**src/hdl/vmpg_pkg.sv**
```systemverilog
// Package for the video mode pixel generator: payload structs, mode codes,
// the job descriptor passed between stages and the palette function.
// No dependencies.
`default_nettype none

package vmpg_pkg;

  localparam int unsigned CMD_W   = 2;
  localparam int unsigned CNT_W   = 32;
  localparam int unsigned X_W     = 9;
  localparam int unsigned CI_W    = 4;
  localparam int unsigned RGB_W   = 24;
  localparam int unsigned CA_W    = 16;
  localparam int unsigned FA_W    = 11;
  localparam int unsigned IDX_W   = 4;

  localparam logic [CMD_W-1:0] CMD_TICK   = 2'd0;
  localparam logic [CMD_W-1:0] CMD_ADDR   = 2'd1;
  localparam logic [CMD_W-1:0] CMD_RENDER = 2'd2;

  // mode select is mode_byte bits {7,1,0}
  localparam logic [2:0] MODE_LO    = 3'b000;
  localparam logic [2:0] MODE_MID   = 3'b001;
  localparam logic [2:0] MODE_TXT32 = 3'b010;
  localparam logic [2:0] MODE_HI    = 3'b011;
  localparam logic [2:0] MODE_TXT64 = 3'b110;

  localparam logic       REG_MODE   = 1'b0;
  localparam logic       REG_PERIOD = 1'b1;

  localparam logic [7:0]       MODE_RESET   = 8'h02;
  localparam logic [CNT_W-1:0] PERIOD_RESET = 32'd200000;

  localparam logic [CI_W-1:0] CI_BLACK = 4'h0;
  localparam logic [CI_W-1:0] CI_WHITE = 4'hF;

  localparam logic [7:0] LVL_NORMAL = 8'd217;
  localparam logic [7:0] LVL_DIM    = 8'd38;
  localparam logic [7:0] LVL_FULL   = 8'hFF;
  localparam logic [7:0] LVL_OFF    = 8'h00;

  // last result index per job kind
  localparam logic [IDX_W-1:0] LAST_ADDR  = 4'd0;
  localparam logic [IDX_W-1:0] LAST_LO    = 4'd15;
  localparam logic [IDX_W-1:0] LAST_MID   = 4'd7;
  localparam logic [IDX_W-1:0] LAST_TXT32 = 4'd13;
  localparam logic [IDX_W-1:0] LAST_TXT64 = 4'd6;
  localparam logic [IDX_W-1:0] LAST_HI    = 4'd15;

  typedef struct packed {
    logic [CMD_W-1:0] command;
    logic [15:0]      tick_cycles;
    logic [7:0]       line;
    logic [5:0]       column;
    logic [7:0]       data_byte;
    logic [7:0]       attribute_byte;
    logic [7:0]       font_row;
  } in_item_t;

  typedef struct packed {
    logic [X_W-1:0]   pixel_x;
    logic [CI_W-1:0]  color_index;
    logic [RGB_W-1:0] pixel_rgb;
    logic [CA_W-1:0]  cell_address;
    logic [FA_W-1:0]  font_address;
    logic             last;
  } out_item_t;

  typedef enum logic [2:0] {
    KIND_ADDR,
    KIND_LO,
    KIND_MID,
    KIND_TXT32,
    KIND_TXT64,
    KIND_HI
  } kind_t;

  typedef struct packed {
    kind_t            kind;
    logic [IDX_W-1:0] last_idx;
    logic [X_W-1:0]   x_base;
    logic [7:0]       data_byte;
    logic [7:0]       font_row;
    logic             norm;
    logic [CI_W-1:0]  text_color;
    logic             inv;
    logic [CA_W-1:0]  cell_address;
    logic [FA_W-1:0]  font_address;
  } job_t;

  function automatic logic [7:0] palette_level(input logic bright, input logic on);
    logic [7:0] lvl;
    if (bright) begin
      lvl = on ? LVL_FULL : LVL_DIM;
    end else begin
      lvl = on ? LVL_NORMAL : LVL_OFF;
    end
    return lvl;
  endfunction

  // index bits are Y,B,G,R from msb to lsb
  function automatic logic [RGB_W-1:0] palette_rgb(input logic [CI_W-1:0] ci);
    return {palette_level(ci[3], ci[0]), palette_level(ci[3], ci[1]),
            palette_level(ci[3], ci[2])};
  endfunction

endpackage

`default_nettype wire

```
**src/hdl/vmpg_pixel.sv**
```systemverilog
// Result formatter: turns the current job and a result index into one
// result item. Depends on vmpg_pkg.
`default_nettype none

module vmpg_pixel
  import vmpg_pkg::*;
(
  input  job_t             job,
  input  logic [IDX_W-1:0] idx,
  output out_item_t        result
);

  logic [CI_W-1:0] ci;
  logic            bit_on;
  logic [CI_W-1:0] hi_nib;
  logic [CI_W-1:0] lo_nib;

  assign hi_nib = job.data_byte[7:4];
  assign lo_nib = job.data_byte[3:0];

  always_comb begin
    ci     = CI_BLACK;
    bit_on = 1'b0;
    case (job.kind)
      KIND_LO:  ci = idx[3] ? lo_nib : hi_nib;
      KIND_MID: ci = idx[2] ? lo_nib : hi_nib;
      KIND_TXT32: begin
        // two pixels per font bit, msb first
        bit_on = job.font_row[3'd7 - idx[3:1]] ^ ~job.norm;
        ci     = bit_on ? job.text_color : CI_BLACK;
      end
      KIND_TXT64: begin
        bit_on = job.font_row[3'd6 - idx[2:0]] ^ job.inv;
        ci     = bit_on ? CI_WHITE : CI_BLACK;
      end
      KIND_HI: begin
        bit_on = job.data_byte[3'd7 - idx[3:1]];
        ci     = bit_on ? CI_WHITE : CI_BLACK;
      end
      default: ci = CI_BLACK;
    endcase
  end

  always_comb begin
    result.last = (idx == job.last_idx);
    if (job.kind == KIND_ADDR) begin
      result.pixel_x      = '0;
      result.color_index  = '0;
      result.pixel_rgb    = '0;
      result.cell_address = job.cell_address;
      result.font_address = job.font_address;
    end else begin
      result.pixel_x      = job.x_base + X_W'(idx);
      result.color_index  = ci;
      result.pixel_rgb    = palette_rgb(ci);
      result.cell_address = '0;
      result.font_address = '0;
    end
  end

endmodule

`default_nettype wire

```
**src/hdl/video_mode_pixel_generator.sv**
```systemverilog
// Video mode pixel generator: tick, address query and cell render items in,
// pixel or address results out. Depends on vmpg_pkg and vmpg_pixel.
//
// Usage:
//   in_valid/in_stall/in_item carry commands; out_valid/out_stall/out_item
//   carry results; cfg_we/cfg_index/cfg_data write mode_byte (index 0) and
//   blink_period (index 1) while the block is idle.
//   A tick updates the blink counter at acceptance and gives no result.
//   An accepted query or render is decoded into a job register; its first
//   result is registered from there into the output register, then one
//   result follows per cycle unless out_stall holds it: 1 for a query,
//   16 for low-res and hi-res, 8 for mid-res, 14 for 32-column text, 7 for
//   64-column text. Each cell's results leave through the single result
//   port; the next item is accepted in the cycle the current job moves its
//   last result, so jobs run back to back.
//   Items with no result (tick, undefined mode, column past 31 in the
//   32-cell modes, command three) load no job.
//   While out_stall is high the output register holds its transaction and
//   the job stalls; in_stall stays high while a job is loaded, except in
//   the cycle that moves its last result.
//   Reset clears the blink state, loads the register defaults and empties
//   both stages.
`default_nettype none

module video_mode_pixel_generator
  import vmpg_pkg::*;
(
  input  logic        clk,
  input  logic        rst_n,
  input  logic        in_valid,
  output logic        in_stall,
  input  in_item_t    in_item,
  output logic        out_valid,
  input  logic        out_stall,
  output out_item_t   out_item,
  input  logic        cfg_we,
  input  logic        cfg_index,
  input  logic [31:0] cfg_data
);

  logic [7:0]       mode_r;
  logic [CNT_W-1:0] period_r;
  logic [CNT_W-1:0] count_r, count_nxt;
  logic             phase_r, phase_nxt;

  job_t             job_r, job_nxt;
  logic             job_v_r, job_v_nxt;
  logic [IDX_W-1:0] idx_r, idx_nxt;
  out_item_t        out_r;
  logic             out_v_r, out_v_nxt;

  out_item_t        result;
  logic             job_emit;
  logic             job_done;
  logic             in_acc;
  logic             job_start;
  logic [2:0]       mode_sel;
  logic             col_ok;
  logic [CNT_W:0]   sum;
  logic [CNT_W:0]   rem;
  logic             wrap;
  logic [CA_W-1:0]  bank;
  logic [CA_W-1:0]  page;

  assign job_emit = job_v_r && (!out_v_r || !out_stall);
  assign job_done = job_emit && (idx_r == job_r.last_idx);
  assign in_stall = job_v_r && !job_done;
  assign in_acc   = in_valid && !in_stall;

  assign mode_sel = {mode_r[7], mode_r[1:0]};
  assign col_ok   = !in_item.column[5];
  assign bank     = {mode_r[6:4], 13'd0};
  assign page     = {3'd0, mode_r[3:2], 11'd0};

  // blink counter: add, subtract the period once, saturate
  assign sum  = {1'b0, count_r} + (CNT_W+1)'(in_item.tick_cycles);
  assign wrap = (sum >= {1'b0, period_r});
  assign rem  = wrap ? (sum - {1'b0, period_r}) : sum;

  always_comb begin
    count_nxt = count_r;
    phase_nxt = phase_r;
    if (in_acc && in_item.command == CMD_TICK) begin
      count_nxt = rem[CNT_W] ? '1 : rem[CNT_W-1:0];
      phase_nxt = phase_r ^ wrap;
    end
  end

  // decode an accepted item into a job
  always_comb begin
    job_nxt              = job_r;
    job_start            = 1'b0;
    job_nxt.data_byte    = in_item.data_byte;
    job_nxt.font_row     = in_item.font_row;
    job_nxt.norm         = in_item.attribute_byte[5]
                           | (in_item.attribute_byte[3] & phase_r);
    job_nxt.text_color   = {in_item.attribute_byte[4], in_item.attribute_byte[2:0]};
    job_nxt.inv          = ~mode_r[2];
    job_nxt.font_address = {in_item.data_byte, in_item.line[2:0]};
    job_nxt.cell_address = '0;
    job_nxt.x_base       = '0;
    job_nxt.kind         = KIND_ADDR;
    job_nxt.last_idx     = LAST_ADDR;
    if (in_item.command == CMD_ADDR) begin
      job_start = 1'b1;
      unique case (mode_sel)
        MODE_LO: job_nxt.cell_address = bank + page
          + CA_W'({in_item.line[7:2], 5'd0}) + CA_W'(in_item.column);
        MODE_MID: job_nxt.cell_address = bank
          + CA_W'({in_item.line[7:1], 6'd0}) + CA_W'(in_item.column);
        MODE_TXT32: job_nxt.cell_address = bank + page
          + CA_W'({in_item.line[7:3], 6'd0}) + CA_W'({in_item.column, 1'b0});
        MODE_TXT64: job_nxt.cell_address = bank + page
          + CA_W'({in_item.line[7:3], 6'd0}) + CA_W'(in_item.column);
        MODE_HI: job_nxt.cell_address = bank
          + CA_W'({in_item.line, 5'd0}) + CA_W'(in_item.column);
        default: job_start = 1'b0;
      endcase
    end else if (in_item.command == CMD_RENDER) begin
      unique case (mode_sel)
        MODE_LO: begin
          job_start        = col_ok;
          job_nxt.kind     = KIND_LO;
          job_nxt.last_idx = LAST_LO;
          job_nxt.x_base   = {in_item.column[4:0], 4'd0};
        end
        MODE_MID: begin
          job_start        = 1'b1;
          job_nxt.kind     = KIND_MID;
          job_nxt.last_idx = LAST_MID;
          job_nxt.x_base   = {in_item.column, 3'd0};
        end
        MODE_TXT32: begin
          job_start        = col_ok;
          job_nxt.kind     = KIND_TXT32;
          job_nxt.last_idx = LAST_TXT32;
          job_nxt.x_base   = X_W'(10'd32 + 10'(in_item.column[4:0]) * 10'd14);
        end
        MODE_TXT64: begin
          job_start        = 1'b1;
          job_nxt.kind     = KIND_TXT64;
          job_nxt.last_idx = LAST_TXT64;
          job_nxt.x_base   = X_W'(10'd32 + 10'(in_item.column) * 10'd7);
        end
        MODE_HI: begin
          job_start        = col_ok;
          job_nxt.kind     = KIND_HI;
          job_nxt.last_idx = LAST_HI;
          job_nxt.x_base   = {in_item.column[4:0], 4'd0};
        end
        default: job_start = 1'b0;
      endcase
    end
  end

  always_comb begin
    job_v_nxt = job_v_r;
    idx_nxt   = idx_r;
    if (job_done) begin
      job_v_nxt = 1'b0;
    end else if (job_emit) begin
      idx_nxt = idx_r + 1'b1;
    end
    // load a new job after the old one drains
    if (in_acc && job_start) begin
      job_v_nxt = 1'b1;
      idx_nxt   = '0;
    end
  end

  always_comb begin
    out_v_nxt = out_v_r;
    if (job_emit) begin
      out_v_nxt = 1'b1;
    end else if (!out_stall) begin
      out_v_nxt = 1'b0;
    end
  end

  vmpg_pixel u_pixel (
    .job    (job_r),
    .idx    (idx_r),
    .result (result)
  );

  always_ff @(posedge clk) begin
    if (!rst_n) begin
      mode_r   <= MODE_RESET;
      period_r <= PERIOD_RESET;
      count_r  <= '0;
      phase_r  <= 1'b0;
      job_v_r  <= 1'b0;
      idx_r    <= '0;
      out_v_r  <= 1'b0;
    end else begin
      if (cfg_we && cfg_index == REG_MODE) begin
        mode_r <= cfg_data[7:0];
      end
      if (cfg_we && cfg_index == REG_PERIOD) begin
        period_r <= cfg_data;
      end
      count_r <= count_nxt;
      phase_r <= phase_nxt;
      job_v_r <= job_v_nxt;
      idx_r   <= idx_nxt;
      out_v_r <= out_v_nxt;
    end
  end

  always_ff @(posedge clk) begin
    if (in_acc && job_start) begin
      job_r <= job_nxt;
    end
    if (job_emit) begin
      out_r <= result;
    end
  end

  assign out_valid = out_v_r;
  assign out_item  = out_r;

endmodule

`default_nettype wire

```
**config.mk**
```make
export PLATFORM = sky130hd
export DESIGN_NAME = video_mode_pixel_generator
export DESIGN_NICKNAME = d
export VERILOG_FILES = /design/src/hdl/vmpg_pkg.sv /design/src/hdl/vmpg_pixel.sv /design/src/hdl/video_mode_pixel_generator.sv
export SDC_FILE = /design/constraint.sdc
export NUM_CORES = 1
export LEC_CHECK = 0
export ABC_AREA = 0
export BUFFER_PORTS_ARGS = -buffer_cell sky130_fd_sc_hd__buf_2
export CORE_ASPECT_RATIO = 0.9
export CORE_UTILIZATION = 51
export CTS_CLUSTER_DIAMETER = 80
export DETAILED_ROUTE_END_ITERATION = 10
export GPL_TIMING_DRIVEN = 0
export PLACE_DENSITY = 0.81
export SLEW_MARGIN = 40
export SYNTH_ARGS = -nofsm -noshare
export SYNTH_HDL_FRONTEND = slang
export SYNTH_SLANG_ARGS = --single-unit
```
**constraint.sdc**
```tcl
create_clock -name clk -period 8.4 [get_ports clk]
set_input_delay 2.52 -clock clk [delete_from_list [all_inputs] [get_ports clk]]
set_output_delay 2.52 -clock clk [all_outputs]
set_load 0.02 [all_outputs]
```
==> summary.md <==
| Metric | Value |
|---|---|
| Status | `complete, no violations` |
| Total track usage | `28.0%` |
| Cells after synthesis | `roughly 1300` |
| Synthesized area | `0.0120 mm2` |
| Hold crit path type | `reg -> reg` |
| Fin worst setup slack | `0.337 ns` |
| Post-synth EDFFs | `97` |
| Initial core utilization | `~53%` |
| I/O Pins | `161` |
| Yosys cell types | `75` |
| Post-synth ARST share | `0%` |
| Period minus WS final | `slightly above 8 ns` |
| Slowest Stage Delay on Critical Path | `0.56 ns` |
| Lkg Pwr | `5.67 nW` |
| Vias in the first global route | `10000` |
| Clock Skew | `0.0118 ns` |
| Worst-Margin Slew | `about 0.78 ns` |
| Crit path cell chain | `buf_2, ha_1, fa_1, a211oi_1, nor2_1, o41ai_1, a211oi_1, or2_2, clkbuf_1, nand3_1, xnor2_1, ha_1, buf_2, and3_1, nand2_1, or3_1, or4_1, and4_4, o211ai_2, clkbuf_1, o21ai_0, a31oi_4` |
| CP Buf/Inv Count | `4` |
| Area Growth Syn to Fin | `15.6%` |
| Internal power | `1.68 mW` |
| RSZ-0062 raised after global routing | `no` |
| Max-cap violations | `0` |
| GP Congestion | `roughly 0.97` |
| DP Wirelength | `25700 um` |
| GRT Residual Overflow | `0` |
| Sw Ratio | `approximately 36%` |
| CTS buffer count | `17` |
| Layout cells sized above 1 | `18.0%` |
| Sequential fraction of the synthesis area | `37.5%` |
| Post-Route WL | `33500 um` |
| Highest-delay cell along the critical path | `o41ai_1` |
| Most common cell after layout, fill and taps aside | `nand2_1` |
| CTS resizes | `0` |
| Final Hold Fails | `0` |
| Largest net degree at the start of global routing | `38` |
| CP max FO | `10` |
| Vias per cell | `slightly below 6` |
| Post-route ant nets | `0` |
| Worst vdd ir | `0.000142 V` |
| Initial drt markers | `1267` |
| Hold Slack | `0.466 ns` |
| Relative slew slack | `47.5%` |
| Clock Sinks | `176` |
| Commonest cells after routing, fill and taps aside | `165 x nand2_1, 164 x buf_2, 97 x edfxtp_1` |
| Ys Warns | `0` |
| Post-CTS Setup Inserts | `0` |
| Maximum achievable frequency | `around 0.12 GHz` |
| Element type at the critical path start | `input pin` |
| Placed inst area | `0.0132 mm2` |
| Setup TNS | `0 ns` |
| Root buffer cell | `clkbuf_16` |
| Crit path capture type | `register` |
| Die width | `roughly 160 um` |
| Clock transition at path regs | `0.08 ns` |
| Reg2reg path depth | `21` |
| Number of synthesized register bits | `176` |
| CP Depth | `22` |
| PnR Total Power | `roughly 2.6 mW` |
| Critical Path RT | `8.77 ns` |
| Final instance area | `0.0138 mm2` |
| Largest delay contributor family on the critical path | `simple AND/OR/NAND/NOR gates` |
| Pre-CTS WS | `approximately 0.014 ns` |
| Final worst-path cycle share | `96.0%` |
| Port Buffer Count | `155` |
| Core Region | `approximately 0.023 mm2` |
| Hold depth | `2` |
| Crit path kind | `in -> reg` |
| Psw | `0.935 mW` |
| Max clock buf depth | `2` |
| Hold Buf Count CTS | `0` |
| Fin. max-slew vios | `0` |
| Die extent in y | `147 um` |
| WP data arrival | `~8.4 ns` |
| Drt drc | `0` |
| Max H-tree Level | `4` |
| Synthesized area per cell | `8.98 um2` |
| Util after Layout | `60.8%` |
| Cells after DPL | `1789` |
| Sequential share of power | `37.4%` |
| Worst skew pair latency | `0.44 ns` |
| # setup viols final | `0` |
| CTS tree | `done` |
| Global-route wire length before repair | `52900 um` |
| Rows | `52` |
| Clk pwr share | `roughly a third` |
| Drt wl/cell | `~18 um` |
| Initial antenna violation count | `2` |
| PwrDens | `189 mW/mm2` |
| Post-route non-filler standard cell count | `1822` |
| Logic pwr share | `30.4%` |
| Syn_nets | `around 1500` |
| Via count | `10800` |
| First drt pass iteration count | `8` |
| Die area | `roughly 0.024 mm2` |
| Layout Nets | `~1700` |
| Synth Flop Type | `edfxtp_1` |
-- worst min-delay path: cells and delay by family (launching register included) --
family,cells,cell delay (ns)
compound gates,1,0.06
flops,1,0.31
simple gates,1,0.05
-- final cells by class --
cell class | count | area (um2)
sequential | 176 | 4490
fill | 1917 | 8920
multi-input combinational | 1003 | 6800
timing repair buffer | 158 | 826
clock inverter | 15 | 213
antenna | 1 | 2.50
inverter | 62 | 235
buffer | 93 | 480
tap | 297 | 372
clock buffer | 17 | 425
-- worst paths after layout --
| check | end | from | slack [ns] |
|---|---|---|---|
| max | count_r[10] | in_item[38] | 0.34 |
| min reg2reg | period_r[23] | period_r[23] | 0.47 |
| min | period_r[23] | period_r[23] | 0.47 |
| max reg2reg | count_r[10] | count_r[0] | 2.20 |
-- cell families after synthesis --
kind of cell	synth area share (%)
flops	37.5
simple gates	17.4
buf+inv	5.95
fa+ha+maj	9.71
compound gates	20.0
mux	3.19
xor+xnor	6.28
-- power groups by stage --
stage | sequential (mW) | clock [mW] | combinational [mW]
final | 0.977 | 0.844 | 0.793
after global routing | 0.981 | 0.883 | 0.865
after global placement | 0.996 | 0 | 0.745
after detailed placement | 0.996 | 0 | 0.769
after CTS | 0.976 | 0.849 | 0.777
after floorplan | 0.998 | 0 | 0.558
-- sequential cells by signal (all words and copies together), names as in the netlist --
name and count:
period_r 32, job_v_r 1, out_item 41, phase_r 1, out_valid 1, idx_r 4
count_r 32, job_r 56, mode_r 8
-- synthesized netlist by cell type (all sizes together) (36+ instances only) --
master / count / area, um2
a21boi: 36 / 270
nand3: 39 / 195
o21ai: 81 / 409
nor2: 90 / 338
a21oi: 101 / 577
nand2: 165 / 619
xnor2: 62 / 543
dfxtp: 79 / 1580
ha: 77 / 963
edfxtp: 97 / 2910
inv: 62 / 233
buf: 45 / 300
clkbuf: 48 / 180
-- per-layer routing --
metal | vias up | GRT usage, % | share of wire, %
li1 | 5113 | - | -
met1 | 5017 | 39.1 | 43
met2 | 566 | 44.0 | 45
met3 | 70 | 5.25 | 9.3
met4 | 2 | 8.75 | 2.4
met5 | - | 0 | 0.051
Note: power is estimated with default switching activity, not from simulation.
